[src/hw/rtl/ntt_pkg.sv]
// Package: shared types and constants for the netlist text tokenizer.
`default_nettype none
package ntt_pkg;
  localparam int KwChars = 9;
  localparam int LineBits = 24;
  localparam int ColBits = 16;
  localparam int KlenBits = $clog2(KwChars + 2);
  localparam logic [LineBits-1:0] LineTop = '1;
  localparam logic [ColBits-1:0] ColTop = '1;
  localparam int QDepth = 16;
  localparam int QPtrBits = $clog2(QDepth);
  localparam int CntBits = QPtrBits + 1;

  typedef enum logic [3:0] {
    M_IDLE, M_INT, M_TICK, M_HEX, M_DEC, M_BIN, M_IDENT, M_ESC, M_LPAREN, M_SLASH,
    M_ATTR, M_ATTR_STAR, M_COMMENT, M_COMMENT_STAR, M_LINE_COMMENT
  } mode_t;

  localparam logic [1:0] KIND_VAL = 2'd0;
  localparam logic [1:0] KIND_TOK = 2'd1;
  localparam logic [1:0] KIND_ERR = 2'd2;

  localparam logic [1:0] BASE_PLAIN = 2'd0;
  localparam logic [1:0] BASE_HEX = 2'd1;
  localparam logic [1:0] BASE_DEC = 2'd2;
  localparam logic [1:0] BASE_BIN = 2'd3;

  localparam logic [4:0] PUNCT_NONE = 5'd0;
  localparam logic [4:0] TK_INT = 5'd0;
  localparam logic [4:0] TK_IDENT = 5'd1;
  localparam logic [4:0] TK_ATTR = 5'd2;
  localparam logic [4:0] TK_LPAREN = 5'd3;
  localparam logic [4:0] TK_RPAREN = 5'd4;
  localparam logic [4:0] TK_LBRACK = 5'd5;
  localparam logic [4:0] TK_RBRACK = 5'd6;
  localparam logic [4:0] TK_LBRACE = 5'd7;
  localparam logic [4:0] TK_RBRACE = 5'd8;
  localparam logic [4:0] TK_EQ = 5'd9;
  localparam logic [4:0] TK_COMMA = 5'd10;
  localparam logic [4:0] TK_DOT = 5'd11;
  localparam logic [4:0] TK_SEMI = 5'd12;
  localparam logic [4:0] TK_COLON = 5'd13;
  localparam logic [4:0] TK_SLASH = 5'd14;
  localparam logic [4:0] TK_KW0 = 5'd15;
  localparam logic [4:0] TK_WIRE = 5'd15;
  localparam logic [4:0] TK_MODULE = 5'd16;
  localparam logic [4:0] TK_ENDMODULE = 5'd17;
  localparam logic [4:0] TK_ASSIGN = 5'd18;
  localparam logic [4:0] TK_INPUT = 5'd19;
  localparam logic [4:0] TK_OUTPUT = 5'd20;

  localparam logic ERR_UNKNOWN = 1'b0;
  localparam logic ERR_BASE = 1'b1;

  typedef struct packed {
    logic [1:0] kind;
    logic [4:0] token_code;
    logic [7:0] value_char;
    logic [1:0] number_base;
    logic [15:0] bit_width;
    logic [LineBits-1:0] token_line;
    logic [ColBits-1:0] token_column;
    logic error_code;
    logic last_of_run;
  } res_t;

  // Results of one byte, up to four, packed in order.
  typedef struct packed {
    logic [2:0] count;
    res_t [3:0] r;
  } burst_t;

  typedef logic [KwChars-1:0][7:0] kwbuf_t;

  function automatic logic [4:0] kw_code(input kwbuf_t b, input logic [KlenBits-1:0] n);
    logic [4:0] c;
    c = TK_IDENT;
    if (n == KlenBits'(4) && b[3:0] == {"E","R","I","W"}) c = TK_WIRE;
    if (n == KlenBits'(6) && b[5:0] == {"E","L","U","D","O","M"}) c = TK_MODULE;
    if (n == KlenBits'(9) && b[8:0] == {"E","L","U","D","O","M","D","N","E"}) c = TK_ENDMODULE;
    if (n == KlenBits'(6) && b[5:0] == {"N","G","I","S","S","A"}) c = TK_ASSIGN;
    if (n == KlenBits'(5) && b[4:0] == {"T","U","P","N","I"}) c = TK_INPUT;
    if (n == KlenBits'(6) && b[5:0] == {"T","U","P","T","U","O"}) c = TK_OUTPUT;
    return c;
  endfunction

  function automatic logic [4:0] punct(input logic [7:0] c);
    logic [4:0] p;
    case (c)
      ")": p = TK_RPAREN;
      "[": p = TK_LBRACK;
      "]": p = TK_RBRACK;
      "{": p = TK_LBRACE;
      "}": p = TK_RBRACE;
      "=": p = TK_EQ;
      ",": p = TK_COMMA;
      ".": p = TK_DOT;
      ";": p = TK_SEMI;
      ":": p = TK_COLON;
      default: p = PUNCT_NONE;
    endcase
    return p;
  endfunction
endpackage
`default_nettype wire

[src/hw/rtl/netlist_text_tokenizer.sv]
// Top level: netlist text tokenizer, front lexer plus result queue.
//
// Input channel: in_ch / in_end_of_source, taken when in_push and !in_full.
// Result channel: out_* fields show the oldest result while !out_empty;
// taken when out_pop and !out_empty.
// Each byte is lexed in the cycle it is taken and yields zero to three
// results, written into a 16-entry queue at once; the output shows the
// queue head combinationally.
// Throughput: one byte per cycle while in_full is low; the queue drains one
// result per cycle while popped, so sustained rate is bounded by results
// per byte on the output side. in_full rises when fewer than four queue
// slots remain free, so a stalled receiver backs the source up without
// losing results. A byte flagged end_of_source flushes the pending token
// and returns the lexer to its reset state for the next source.
// Synchronous active-low reset clears the lexer state and empties the queue.
`default_nettype none
module netlist_text_tokenizer (
  input  wire logic        clk,
  input  wire logic        rst_n,
  input  wire logic        in_push,
  output logic             in_full,
  input  wire logic [7:0]  in_ch,
  input  wire logic        in_end_of_source,
  output logic             out_empty,
  input  wire logic        out_pop,
  output logic [1:0]       out_kind,
  output logic [4:0]       out_token_code,
  output logic [7:0]       out_value_char,
  output logic [1:0]       out_number_base,
  output logic [15:0]      out_bit_width,
  output logic [ntt_pkg::LineBits-1:0] out_token_line,
  output logic [ntt_pkg::ColBits-1:0]  out_token_column,
  output logic             out_error_code,
  output logic             out_last_of_run
);
  ntt_pkg::burst_t burst;
  ntt_pkg::res_t head;
  logic room, take;

  assign in_full = !room;
  assign take = in_push && room;

  ntt_front u_front (.clk, .rst_n, .take, .ch(in_ch), .eos(in_end_of_source), .burst);

  ntt_queue u_queue (.clk, .rst_n, .wr(take), .burst, .room, .rd(out_pop),
                     .empty(out_empty), .head);

  assign out_kind = head.kind;
  assign out_token_code = head.token_code;
  assign out_value_char = head.value_char;
  assign out_number_base = head.number_base;
  assign out_bit_width = head.bit_width;
  assign out_token_line = head.token_line;
  assign out_token_column = head.token_column;
  assign out_error_code = head.error_code;
  assign out_last_of_run = head.last_of_run;

  // a byte never yields more than four results
  a_burst_max: assert property (@(posedge clk) disable iff (!rst_n)
    take |-> burst.count <= 3'd4) else $error("burst too long");
  // a burst's last result is flagged
  a_last_flag: assert property (@(posedge clk) disable iff (!rst_n)
    (take && burst.count != 3'd0) |-> burst.r[burst.count[1:0] - 2'd1].last_of_run)
    else $error("last_of_run missing");
  // errors only carry error codes
  a_err: assert property (@(posedge clk) disable iff (!rst_n)
    (!out_empty && out_kind != ntt_pkg::KIND_ERR) |-> !out_error_code)
    else $error("stray error code");
endmodule
`default_nettype wire

[src/hw/rtl/ntt_front.sv]
// Front end: lexer state machine, position tracking, one burst per byte.
`default_nettype none
module ntt_front (
  input  wire logic              clk,
  input  wire logic              rst_n,
  input  wire logic              take,
  input  wire logic [7:0]        ch,
  input  wire logic              eos,
  output ntt_pkg::burst_t        burst
);
  ntt_pkg::mode_t mode_r, mode_nxt;
  ntt_pkg::kwbuf_t kw_r, kw_nxt;
  logic [ntt_pkg::KlenBits-1:0] klen_r, klen_nxt;
  logic [ntt_pkg::LineBits-1:0] line_r, line_nxt, sline_r, sline_nxt;
  logic [ntt_pkg::ColBits-1:0] col_r, col_nxt, scol_r, scol_nxt;
  logic [15:0] wacc_r, wacc_nxt;
  logic halt_r, halt_nxt;
  logic [1:0] pair_r, pair_nxt; // 0 none, 1 expect LF, 2 expect CR
  ntt_pkg::burst_t b;

  function automatic logic isdig(input logic [7:0] c);
    return c >= "0" && c <= "9";
  endfunction
  function automatic logic isalp(input logic [7:0] c);
    return (c >= "a" && c <= "z") || (c >= "A" && c <= "Z") || c == "_";
  endfunction
  function automatic logic issp(input logic [7:0] c);
    return c == 8'd9 || c == 8'd10 || c == 8'd13 || c == 8'd32;
  endfunction

  always_comb begin
    ntt_pkg::mode_t m;
    logic [1:0] base;
    logic [19:0] wmul;
    logic [7:0] up;
    logic [4:0] pc;
    logic re;
    logic [2:0] n;
    ntt_pkg::res_t rr;
    mode_nxt = mode_r; kw_nxt = kw_r; klen_nxt = klen_r;
    line_nxt = line_r; col_nxt = col_r; sline_nxt = sline_r; scol_nxt = scol_r;
    wacc_nxt = wacc_r; halt_nxt = halt_r; pair_nxt = pair_r;
    b = '0;
    n = 3'd0;
    rr = '0;
    re = 1'b0;
    m = mode_r;
    up = (ch >= "a" && ch <= "z") ? ch - 8'd32 : ch;
    base = (m == ntt_pkg::M_HEX) ? ntt_pkg::BASE_HEX : (m == ntt_pkg::M_DEC) ? ntt_pkg::BASE_DEC :
           (m == ntt_pkg::M_BIN) ? ntt_pkg::BASE_BIN : ntt_pkg::BASE_PLAIN;
    wmul = {4'd0, wacc_r} * 20'd10 + {12'd0, ch - "0"};
    pc = ntt_pkg::punct(ch);
    if (!halt_r) begin
      // first pass: the mode's own handling; re marks relex in idle
      case (m)
        ntt_pkg::M_INT:
          if (isdig(ch)) begin
            b.r[n[1:0]] = '{kind: ntt_pkg::KIND_VAL, token_code: ntt_pkg::TK_INT, value_char: ch,
                            token_line: sline_r, token_column: scol_r, default: '0};
            n = n + 3'd1;
            wacc_nxt = (wmul > 20'd65535) ? 16'hFFFF : wmul[15:0];
          end else if (ch == "'") mode_nxt = ntt_pkg::M_TICK;
          else begin
            b.r[n[1:0]] = '{kind: ntt_pkg::KIND_TOK, token_code: ntt_pkg::TK_INT,
                            token_line: sline_r, token_column: scol_r, default: '0};
            n = n + 3'd1; re = 1'b1;
          end
        ntt_pkg::M_TICK:
          if (ch == "h") mode_nxt = ntt_pkg::M_HEX;
          else if (ch == "d") mode_nxt = ntt_pkg::M_DEC;
          else if (ch == "b") mode_nxt = ntt_pkg::M_BIN;
          else begin
            b.r[n[1:0]] = '{kind: ntt_pkg::KIND_ERR, value_char: ch, token_line: line_r,
                            token_column: col_r, error_code: ntt_pkg::ERR_BASE, default: '0};
            n = n + 3'd1; halt_nxt = 1'b1;
          end
        ntt_pkg::M_HEX, ntt_pkg::M_DEC, ntt_pkg::M_BIN:
          if ((m == ntt_pkg::M_HEX && (isdig(ch) || (ch >= "a" && ch <= "f") ||
               (ch >= "A" && ch <= "F") || ch == "X")) ||
              (m == ntt_pkg::M_DEC && isdig(ch)) ||
              (m == ntt_pkg::M_BIN && (ch == "0" || ch == "1"))) begin
            b.r[n[1:0]] = '{kind: ntt_pkg::KIND_VAL, token_code: ntt_pkg::TK_INT,
                            value_char: (ch == "X") ? "0" : ch, number_base: base,
                            bit_width: wacc_r, token_line: sline_r, token_column: scol_r,
                            default: '0};
            n = n + 3'd1;
          end else begin
            b.r[n[1:0]] = '{kind: ntt_pkg::KIND_TOK, token_code: ntt_pkg::TK_INT,
                            number_base: base, bit_width: wacc_r, token_line: sline_r,
                            token_column: scol_r, default: '0};
            n = n + 3'd1; re = 1'b1;
          end
        ntt_pkg::M_IDENT:
          if (isdig(ch) || isalp(ch)) begin
            if (klen_r < ntt_pkg::KlenBits'(ntt_pkg::KwChars)) begin
              kw_nxt[klen_r[$clog2(ntt_pkg::KwChars)-1:0]] = up;
              klen_nxt = klen_r + 1'b1;
            end else klen_nxt = ntt_pkg::KlenBits'(ntt_pkg::KwChars + 1);
            b.r[n[1:0]] = '{kind: ntt_pkg::KIND_VAL, token_code: ntt_pkg::TK_IDENT,
                            value_char: ch, token_line: sline_r, token_column: scol_r,
                            default: '0};
            n = n + 3'd1;
          end else begin
            b.r[n[1:0]] = '{kind: ntt_pkg::KIND_TOK, token_code: ntt_pkg::kw_code(kw_r, klen_r),
                            token_line: sline_r, token_column: scol_r, default: '0};
            n = n + 3'd1; re = 1'b1;
          end
        ntt_pkg::M_ESC:
          if (issp(ch)) begin
            b.r[n[1:0]] = '{kind: ntt_pkg::KIND_TOK, token_code: ntt_pkg::TK_IDENT,
                            token_line: sline_r, token_column: scol_r, default: '0};
            n = n + 3'd1; mode_nxt = ntt_pkg::M_IDLE;
          end else begin
            b.r[n[1:0]] = '{kind: ntt_pkg::KIND_VAL, token_code: ntt_pkg::TK_IDENT,
                            value_char: ch, token_line: sline_r, token_column: scol_r,
                            default: '0};
            n = n + 3'd1;
          end
        ntt_pkg::M_LPAREN:
          if (ch == "*") mode_nxt = ntt_pkg::M_ATTR;
          else begin
            b.r[n[1:0]] = '{kind: ntt_pkg::KIND_TOK, token_code: ntt_pkg::TK_LPAREN,
                            token_line: sline_r, token_column: scol_r, default: '0};
            n = n + 3'd1; re = 1'b1;
          end
        ntt_pkg::M_SLASH:
          if (ch == "*") mode_nxt = ntt_pkg::M_COMMENT;
          else if (ch == "/") mode_nxt = ntt_pkg::M_LINE_COMMENT;
          else begin
            b.r[n[1:0]] = '{kind: ntt_pkg::KIND_TOK, token_code: ntt_pkg::TK_SLASH,
                            token_line: sline_r, token_column: scol_r, default: '0};
            n = n + 3'd1; re = 1'b1;
          end
        ntt_pkg::M_ATTR:
          if (ch == "*") mode_nxt = ntt_pkg::M_ATTR_STAR;
          else begin
            b.r[n[1:0]] = '{kind: ntt_pkg::KIND_VAL, token_code: ntt_pkg::TK_ATTR,
                            value_char: ch, token_line: sline_r, token_column: scol_r,
                            default: '0};
            n = n + 3'd1;
          end
        ntt_pkg::M_ATTR_STAR:
          if (ch == ")") begin
            b.r[n[1:0]] = '{kind: ntt_pkg::KIND_TOK, token_code: ntt_pkg::TK_ATTR,
                            token_line: sline_r, token_column: scol_r, default: '0};
            n = n + 3'd1; mode_nxt = ntt_pkg::M_IDLE;
          end else begin
            b.r[n[1:0]] = '{kind: ntt_pkg::KIND_VAL, token_code: ntt_pkg::TK_ATTR,
                            value_char: "*", token_line: sline_r, token_column: scol_r,
                            default: '0};
            n = n + 3'd1;
            if (ch != "*") begin
              b.r[n[1:0]] = '{kind: ntt_pkg::KIND_VAL, token_code: ntt_pkg::TK_ATTR,
                              value_char: ch, token_line: sline_r, token_column: scol_r,
                              default: '0};
              n = n + 3'd1; mode_nxt = ntt_pkg::M_ATTR;
            end
          end
        ntt_pkg::M_COMMENT:
          if (ch == "*") mode_nxt = ntt_pkg::M_COMMENT_STAR;
        ntt_pkg::M_COMMENT_STAR:
          if (ch == "/") mode_nxt = ntt_pkg::M_IDLE;
          else if (ch != "*") mode_nxt = ntt_pkg::M_COMMENT;
        ntt_pkg::M_LINE_COMMENT:
          if (ch == 8'd10 || ch == 8'd13) mode_nxt = ntt_pkg::M_IDLE;
        default: re = 1'b1;
      endcase
      // idle handling of the byte, fresh or after a token end
      if (re) begin
        mode_nxt = ntt_pkg::M_IDLE;
        if (!issp(ch)) begin
          sline_nxt = line_r; scol_nxt = col_r;
          if (isdig(ch)) begin
            mode_nxt = ntt_pkg::M_INT;
            wacc_nxt = {8'd0, ch - "0"};
            b.r[n[1:0]] = '{kind: ntt_pkg::KIND_VAL, token_code: ntt_pkg::TK_INT, value_char: ch,
                            token_line: line_r, token_column: col_r, default: '0};
            n = n + 3'd1;
          end else if (isalp(ch)) begin
            mode_nxt = ntt_pkg::M_IDENT;
            kw_nxt[0] = up;
            klen_nxt = ntt_pkg::KlenBits'(1);
            b.r[n[1:0]] = '{kind: ntt_pkg::KIND_VAL, token_code: ntt_pkg::TK_IDENT,
                            value_char: ch, token_line: line_r, token_column: col_r,
                            default: '0};
            n = n + 3'd1;
          end else if (ch == "(") mode_nxt = ntt_pkg::M_LPAREN;
          else if (ch == "\\") mode_nxt = ntt_pkg::M_ESC;
          else if (ch == "/") mode_nxt = ntt_pkg::M_SLASH;
          else if (pc != ntt_pkg::PUNCT_NONE) begin
            b.r[n[1:0]] = '{kind: ntt_pkg::KIND_TOK, token_code: pc, token_line: line_r,
                            token_column: col_r, default: '0};
            n = n + 3'd1;
          end else begin
            b.r[n[1:0]] = '{kind: ntt_pkg::KIND_ERR, value_char: ch, token_line: line_r,
                            token_column: col_r, error_code: ntt_pkg::ERR_UNKNOWN,
                            default: '0};
            n = n + 3'd1;
          end
        end
      end
      // position, skipped when this byte halted the lexer
      if (!halt_nxt) begin
        if (ch == 8'd10 || ch == 8'd13) begin
          if ((ch == 8'd10 && pair_r == 2'd1) || (ch == 8'd13 && pair_r == 2'd2))
            pair_nxt = 2'd0;
          else begin
            if (line_r != ntt_pkg::LineTop) line_nxt = line_r + 1'b1;
            col_nxt = ntt_pkg::ColBits'(1);
            pair_nxt = (ch == 8'd10) ? 2'd2 : 2'd1;
          end
        end else begin
          pair_nxt = 2'd0;
          if (col_r != ntt_pkg::ColTop) col_nxt = col_r + 1'b1;
        end
      end
    end
    if (eos) begin
      if (!halt_nxt) begin
        rr = '{kind: ntt_pkg::KIND_TOK, token_line: sline_nxt, token_column: scol_nxt,
               default: '0};
        case (mode_nxt)
          ntt_pkg::M_INT: begin b.r[n[1:0]] = rr; n = n + 3'd1; end
          ntt_pkg::M_TICK: begin
            b.r[n[1:0]] = '{kind: ntt_pkg::KIND_ERR, token_line: line_nxt,
                            token_column: col_nxt, error_code: ntt_pkg::ERR_BASE,
                            default: '0};
            n = n + 3'd1;
          end
          ntt_pkg::M_HEX, ntt_pkg::M_DEC, ntt_pkg::M_BIN: begin
            rr.number_base = (mode_nxt == ntt_pkg::M_HEX) ? ntt_pkg::BASE_HEX :
                             (mode_nxt == ntt_pkg::M_DEC) ? ntt_pkg::BASE_DEC :
                             ntt_pkg::BASE_BIN;
            rr.bit_width = wacc_nxt;
            b.r[n[1:0]] = rr; n = n + 3'd1;
          end
          ntt_pkg::M_IDENT: begin
            rr.token_code = ntt_pkg::kw_code(kw_nxt, klen_nxt);
            b.r[n[1:0]] = rr; n = n + 3'd1;
          end
          ntt_pkg::M_ESC: begin
            rr.token_code = ntt_pkg::TK_IDENT; b.r[n[1:0]] = rr; n = n + 3'd1;
          end
          ntt_pkg::M_LPAREN: begin
            rr.token_code = ntt_pkg::TK_LPAREN; b.r[n[1:0]] = rr; n = n + 3'd1;
          end
          ntt_pkg::M_SLASH: begin
            rr.token_code = ntt_pkg::TK_SLASH; b.r[n[1:0]] = rr; n = n + 3'd1;
          end
          default: ;
        endcase
      end
      mode_nxt = ntt_pkg::M_IDLE; kw_nxt = '0; klen_nxt = '0;
      line_nxt = ntt_pkg::LineBits'(1); col_nxt = ntt_pkg::ColBits'(1);
      sline_nxt = ntt_pkg::LineBits'(1); scol_nxt = ntt_pkg::ColBits'(1);
      wacc_nxt = '0; halt_nxt = 1'b0; pair_nxt = 2'd0;
    end
    if (n != 3'd0) b.r[n[1:0] - 2'd1].last_of_run = 1'b1;
    b.count = n;
  end

  assign burst = b;

  always_ff @(posedge clk) begin
    if (!rst_n) begin
      mode_r <= ntt_pkg::M_IDLE; kw_r <= '0; klen_r <= '0;
      line_r <= ntt_pkg::LineBits'(1); col_r <= ntt_pkg::ColBits'(1);
      sline_r <= ntt_pkg::LineBits'(1); scol_r <= ntt_pkg::ColBits'(1);
      wacc_r <= '0; halt_r <= 1'b0; pair_r <= 2'd0;
    end else if (take) begin
      mode_r <= mode_nxt; kw_r <= kw_nxt; klen_r <= klen_nxt;
      line_r <= line_nxt; col_r <= col_nxt; sline_r <= sline_nxt; scol_r <= scol_nxt;
      wacc_r <= wacc_nxt; halt_r <= halt_nxt; pair_r <= pair_nxt;
    end
  end
endmodule
`default_nettype wire

[src/hw/rtl/ntt_queue.sv]
// Result queue: takes bursts of up to four results, drains one per cycle on rd.
`default_nettype none
module ntt_queue (
  input  wire logic              clk,
  input  wire logic              rst_n,
  input  wire logic              wr,
  input  wire ntt_pkg::burst_t   burst,
  output logic                   room,
  input  wire logic              rd,
  output logic                   empty,
  output ntt_pkg::res_t          head
);
  ntt_pkg::res_t mem [ntt_pkg::QDepth];
  logic [ntt_pkg::QPtrBits-1:0] wp_r, rp_r;
  logic [ntt_pkg::CntBits-1:0] cnt_r;
  logic [2:0] nwr;
  logic pop;

  assign empty = (cnt_r == '0);
  assign pop = rd && !empty;
  assign nwr = wr ? burst.count : 3'd0;
  // room for a full burst even without a pop this cycle
  assign room = (cnt_r <= ntt_pkg::CntBits'(ntt_pkg::QDepth - 4));
  assign head = mem[rp_r];

  always_ff @(posedge clk) begin
    for (int i = 0; i < 4; i++)
      if (wr && 3'(i) < burst.count) mem[wp_r + ntt_pkg::QPtrBits'(i)] <= burst.r[i];
  end

  always_ff @(posedge clk) begin
    if (!rst_n) begin
      wp_r <= '0; rp_r <= '0; cnt_r <= '0;
    end else begin
      wp_r <= wp_r + ntt_pkg::QPtrBits'(nwr);
      rp_r <= rp_r + ntt_pkg::QPtrBits'(pop);
      cnt_r <= cnt_r + ntt_pkg::CntBits'(nwr) - ntt_pkg::CntBits'(pop);
    end
  end
endmodule
`default_nettype wire
[config.mk]
export PLATFORM = sky130hd
export DESIGN_NAME = netlist_text_tokenizer
export DESIGN_NICKNAME = d
export VERILOG_FILES = /design/src/hw/rtl/ntt_pkg.sv /design/src/hw/rtl/netlist_text_tokenizer.sv /design/src/hw/rtl/ntt_front.sv /design/src/hw/rtl/ntt_queue.sv
export SDC_FILE = /design/constraint.sdc
export NUM_CORES = 2
export LEC_CHECK = 0
export ABC_AREA = 0
export BUFFER_PORTS_ARGS = -buffer_cell sky130_fd_sc_hd__buf_2
export CAP_MARGIN = 30
export CORE_ASPECT_RATIO = 1.5
export CORE_MARGIN = 2
export CORE_UTILIZATION = 30
export CTS_BUF_LIST = sky130_fd_sc_hd__clkbuf_8
export CTS_CLUSTER_DIAMETER = 80
export DETAILED_ROUTE_END_ITERATION = 8
export SYNTH_ARGS = -nofsm -noshare
export SYNTH_HDL_FRONTEND = slang
export SYNTH_SLANG_ARGS = --single-unit
export TNS_END_PERCENT = 10
[constraint.sdc]
create_clock -name clk -period 11.2 [get_ports clk]
set_input_delay 1.12 -clock clk [delete_from_list [all_inputs] [get_ports clk]]
set_output_delay 1.12 -clock clk [all_outputs]
set_load 0.03 [all_outputs]
# After elaboration in Yosys (flattened, before gate mapping)
# Memory sizes are Yosys's and may differ from the RTL's. A register that Yosys moved wholly into a read port is not among the register bits.
# Index checks and enable logic that the tools add are counted.
[word_totals]
mem_bits_rw = 1200
inputBits = 13
n_memories = 1
wordCells = 403
register_bits = 192
out_inout_bits = 77
[memory_table]
columns = ["name", "words", "width", "rd", "rd_clocked_by_memory_dff", "write_ports", "line", "rtl"]
rows = [
  ["u_queue.mem", 16, 75, 1, 1, 3, "ntt_queue.sv:13", "ntt_pkg::res_t mem [ntt_pkg::QDepth];"],
]
[classes]
n_lt_le_gt_ge = 23
n_eq_ne = 76
reduce_logical = 59
addsub = 16
multipliers = 1
mux = 206
[ops]
columns = ["cell", "count"]
rows = [
  ["$bwmux W300", 12],
  ["$mux W300", 12],
  ["$pmux W300 S7", 1],
  ["$mux W75", 12],
  ["$pmux W75 S9", 1],
  ["$mux W74", 7],
  ["$demux W75 S2", 3],
  ["$mux W72", 5],
  ["$eq A48 B47 Y1 const B", 6],
  ["$mux W16", 18],
  ["$mux W24", 10],
  ["$mux W4", 38],
  ["$eq A72 B71 Y1 const B", 2],
  ["$mux W70", 2],
  ["$eq A8 B6 Y1 const B", 13],
  ["$eq A40 B39 Y1 const B", 2],
  ["$eq A8 B7 Y1 const B", 10],
  ["$pmux W4 S10", 2],
  ["$reduce_or A75 Y1", 1],
  ["$bwmux W72", 1],
  ["$mux W5", 13],
  ["$eq A32 B31 Y1 const B", 2],
  ["$eq A4 B3 Y1 const B", 14],
  ["$mux W8", 7],
  ["54 further kinds", 187],
]

# Logic depth before layout (Yosys ltp)
[logic_depth]
word_depth = 31
ltp_mapped = 32
depth_no_buf = 25

# Modules after synthesis
# Synthesis repeated with hierarchy kept, for this count alone.
[unflattened]
hier_cells = 12062
area_unflattened_um2 = 102260.6
[modules_own_cells]
columns = ["mod", "cells_each", "area_per_inst_um2", "instances", "seq_area_each_um2"]
rows = [
  ["ntt_queue", 9401, 84101.9, 1, 36294.8],
  ["ntt_front", 2659, 18148.7, 1, 3583.4],
  ["netlist_text_tokenizer", 2, 10.0, 1, 0.0],
]

# Least setup slack after synthesis
# Ideal clock, no wire load.
[synth_timing]
path_kind = "input-to-reg"
start = "input port in_ch[4]"
end = "memory u_queue.mem[12][0] (netlist name), enable pin"
t_arrival_ns = 11.651
stages = 23
setup_time_ns = 0.620
n_path_buf = 6
required_ns = 10.580
setup_slack_ns = -1.071
cell_sequence = "clkbuf_1 > clkinv_1 > ha_1 > nor3b_2 > a41oi_1 > clkbuf_1 > clkbuf_1 > ha_1 > o32a_1 > inv_1 > ha_1 > clkbuf_1 > nand2_1 > nor2_1 > a21boi_1 > a22oi_4 > nor2_2 > inv_2 > buf_4 > buf_6 > nor2_1 > xnor2_1 > o31ai_1"
[synth_lines]
columns = ["item", "line", "rtl"]
rows = [
  ["from (decl)", "netlist_text_tokenizer.sv:22", "input wire logic [7:0] in_ch,"],
  ["to (decl)", "ntt_queue.sv:13", ""],
]

==> flow_summary.yaml <==
run_status:
  status: "finished, violations left"
  violations: "DRC"
timing:
  finClkSkew_ps: 134
  hold_viol: 0
  drv_slew: 0
  worst_pin_slew_ps: 1300
  period_share_pct: 80.4
  setup_violations: 0
  rsz0062_at_grt: "no"
  slew_headroom_pct: 13.5
  fin_crit_ps: 9010
  fmax_ghz: 0.111
  setup_slack_ps: 2190
critical_path:
  path_max_fanout: 31
  critPathRequiredTime_ps: 11890
  r2r_slack_ps: 2640
  critPathSlowestCell: "nand2_4"
  r2r_end: "u_queue.mem[13][39]$_DFFE_PP_"
  r2r_start: "u_front.mode_r[0]$_SDFFE_PN0P_"
  cp-start-kind: "primary input"
  max_stage_delay_ps: 770
  worst-setup-path-type: "primary input to register"
  reg2reg_depth: 19
  end_kind: "register"
  startpoint: "in_ch[4]"
  crit_chain: "buf_2 -> clkinv_1 -> ha_1 -> nor3b_2 -> and3_1 -> o31ai_1 -> or2_1 -> a211oi_4 -> a211oi_2 -> buf_4 -> xnor2_1 -> nand2_1 -> inv_1 -> ha_1 -> inv_1 -> nor2_1 -> o211ai_2 -> a22oi_4 -> nand3_2 -> and3_2 -> nor2_1 -> nand2_4 -> buf_12"
  arrival_ps: 9700
route:
  wl_per_cell_um: 33.2
  vias: 83532
  drt-pass1-iter-count: 9
  drc: 16
  avgViaCountPerCell: 6.54
  routed_wirelength_um: 424000
  route.antenna.remaining_nets: 0
  drt_iter0_drc: 14700
clock_network:
  cts.path.max_buffers: 4
  cts_tree: "yes"
  h-tree-depth: 4
  cts.sinks: 1392
  cts_hold_buf: 0
  cts_buffers: 221
  cts_resized: 0
  post-cts-setup-buffer-count: 0
  clk_pin_slew_worst_paths_ps: 60
  root_buffer: "clkbuf_8"
  clk_latency_ps: 1060
die:
  die_w_um: 446
  start_util_pct: 30.1
  rows: 243
  die_area_mm2: 0.298
  die_y_um: 668
  core_area_mm2: 0.292
  io_pins: 90
power:
  leakagePower_uw: 0.0317
  peakVddDrop_mv: 0.160
  powerDensity_mw_per_mm2: 178
placed_design:
  gp_congestion: 0.980
  hpwlAfterDp_um: 265000
  portBuffers: 89
  pre_cts_slack_ps: 1230
  dp_cells: 12330
hold_path:
  min_from: "u_front.kw_r[5]$_SDFFE_PN0P_"
  hold_path.class: "register to register"
  min_to: "u_front.kw_r[5]$_SDFFE_PN0P_"
  worst_hold_path.num_cells: 2
synth:
  ys_seq_area_share_pct: 45.3
  syn_area_per_cell_um2: 9.76
  yosysTopAreaCell: "edfxtp_1"
  synth_top_area_share_pct: 40.9
  synth_common_cells: "1200 x edfxtp_1, 1166 x a21oi_1, 829 x o21ai_0, 816 x nand2_1, 750 x nor2_1"
  syn-num-nets: 9120
  async_flop_share_pct: 0
  syn_inst: 9023
  netlist_area_mm2: 0.0881
  yosysUniqueCellTypes: 126
  synth-edff-count: 1200
  yosysWarnings: 0
  synth-seq-cells: 1392
  yosys-top-cells-area: "edfxtp_1 41%, mux4_2 9.6%, a21oi_1 6.6%, o21ai_0 4.7%, dfxtp_1 4.4%"
  yosysMostFrequentCell: "edfxtp_1"
  synth_ff_type: "edfxtp_1"
global_routing:
  grt_pass1_wl_um: 590000
  grt_use_total_pct: 27.3
  antenna_found_initial: 28
  overflow: 0
  grt_max_degree: 145
  grt_pass1_vias: 80047
run:
  maxCapViolCount: 0
finish:
  fin_util_pct: 33.3
  area_growth_pct: 10.7
  stdcell_count: 12763
  layout-drive-gt1-share_pct: 15.6
  layout.nets: 8752
## cell families after synthesis
| group | synth area share (%) |
|---|---|
| compound gates | 24.1 |
| xor+xnor | 0.438 |
| fa+ha+maj | 1.23 |
| buf+inv | 5.47 |
| flops | 45.3 |
| mux | 10.8 |
| simple gates | 12.7 |
## area by class of cell
type                    count  area, um^2
repair buffers            474        4130
clock buffers             232        3190
fillers                 29300      195000
inverters                  64         240
clock inverters           166         911
well taps                3920        4900
diodes                     13        32.5
flip-flops and latches   1392       39900
multi-input cells        6502       44100
## how the worst max path moves through the flow
| stage | to | slack, ps | cells past startpoint |
|---|---|---|---|
| 2_1_floorplan | u_queue.mem[12][0]$_DFFE_PP_ | -1070 | 23 |
| 3_3_place_gp | u_queue.mem[6][33]$_DFFE_PP_ | 1220 | 25 |
| 3_5_place_dp | u_queue.mem[6][35]$_DFFE_PP_ | 1230 | 25 |
| 4_1_cts | u_queue.mem[6][37]$_DFFE_PP_ | 2170 | 25 |
| 5_1_grt | u_queue.mem[13][25]$_DFFE_PP_ | 1950 | 23 |
| 6_report | u_queue.mem[13][39]$_DFFE_PP_ | 2190 | 23 |
## per-stage QoR
stage / hold slack (ps) / total power (uW) / TNS (ps) / instance area [um^2]
6_report: 524 / 17400 / 0 / 97400
3_5_place_dp: 511 / 12900 / 0 / 92900
4_1_cts: 525 / 17200 / 0 / 97000
3_3_place_gp: 496 / 12700 / 0 / 92200
5_1_grt: 539 / 17800 / 0 / 97400
2_1_floorplan: 479 / 10500 / -462390 / 88100
## routing by layer
metal | global-route usage, % | vias to the layer above | part of all wire (%)
li1 | - | 33757 | -
met1 | 30.5 | 40397 | 32
met2 | 43.5 | 7099 | 45
met3 | 7.43 | 2251 | 12
met4 | 22.8 | 28 | 10
met5 | 0.229 | - | 0.067
## where the power goes
| group | internal [uW] | switching [uW] |
|---|---|---|
| Clock | 2080 | 2300 |
| Sequential | 6270 | 140 |
| Combinational | 2070 | 4510 |
| Total | 10400 | 6950 |
## critical path: cells and delay by family
family	cells	cell delay [ps]
AND/OR/NAND/NOR	9	4440
buffers and inverters	6	1670
AO/OA/AOI/OAI	5	1460
adder cells (fa/ha/maj)	2	780
XOR/XNOR	1	140
## flip-flops by register name, indices dropped and copies added (netlist names)
signal           count
u_queue.wp_r         4
u_front.wacc_r      16
u_front.kw_r        72
u_front.line_r      24
u_front.col_r       16
u_front.sline_r     24
u_front.klen_r       4
u_queue.mem       1200
u_queue.rp_r         4
u_queue.cnt_r        5
u_front.halt_r       1
u_front.scol_r      16
u_front.mode_r       4
u_front.pair_r       2
## cells in the final DEF (no fill, tap or decap), types with 46 or more instances in the layout
| master | n |
|---|---|
| a211oi_1 | 166 |
| a21oi_1 | 1159 |
| a22oi_1 | 376 |
| a31oi_1 | 113 |
| and2_1 | 47 |
| and3_1 | 48 |
| buf_2 | 92 |
| buf_4 | 316 |
| clkbuf_8 | 232 |
| clkinv_1 | 66 |
| dfxtp_1 | 187 |
| edfxtp_1 | 1200 |
| ha_1 | 80 |
| inv_1 | 115 |
| mux2i_1 | 101 |
| mux4_2 | 375 |
| nand2_1 | 806 |
| nand3_1 | 116 |
| nor2_1 | 744 |
| nor2b_1 | 170 |
| nor3_1 | 132 |
| o211ai_1 | 168 |
| o21ai_0 | 821 |
| o21ai_1 | 97 |
| o22ai_1 | 199 |
| or3_1 | 46 |
Power figures use the tool's default switching activity.
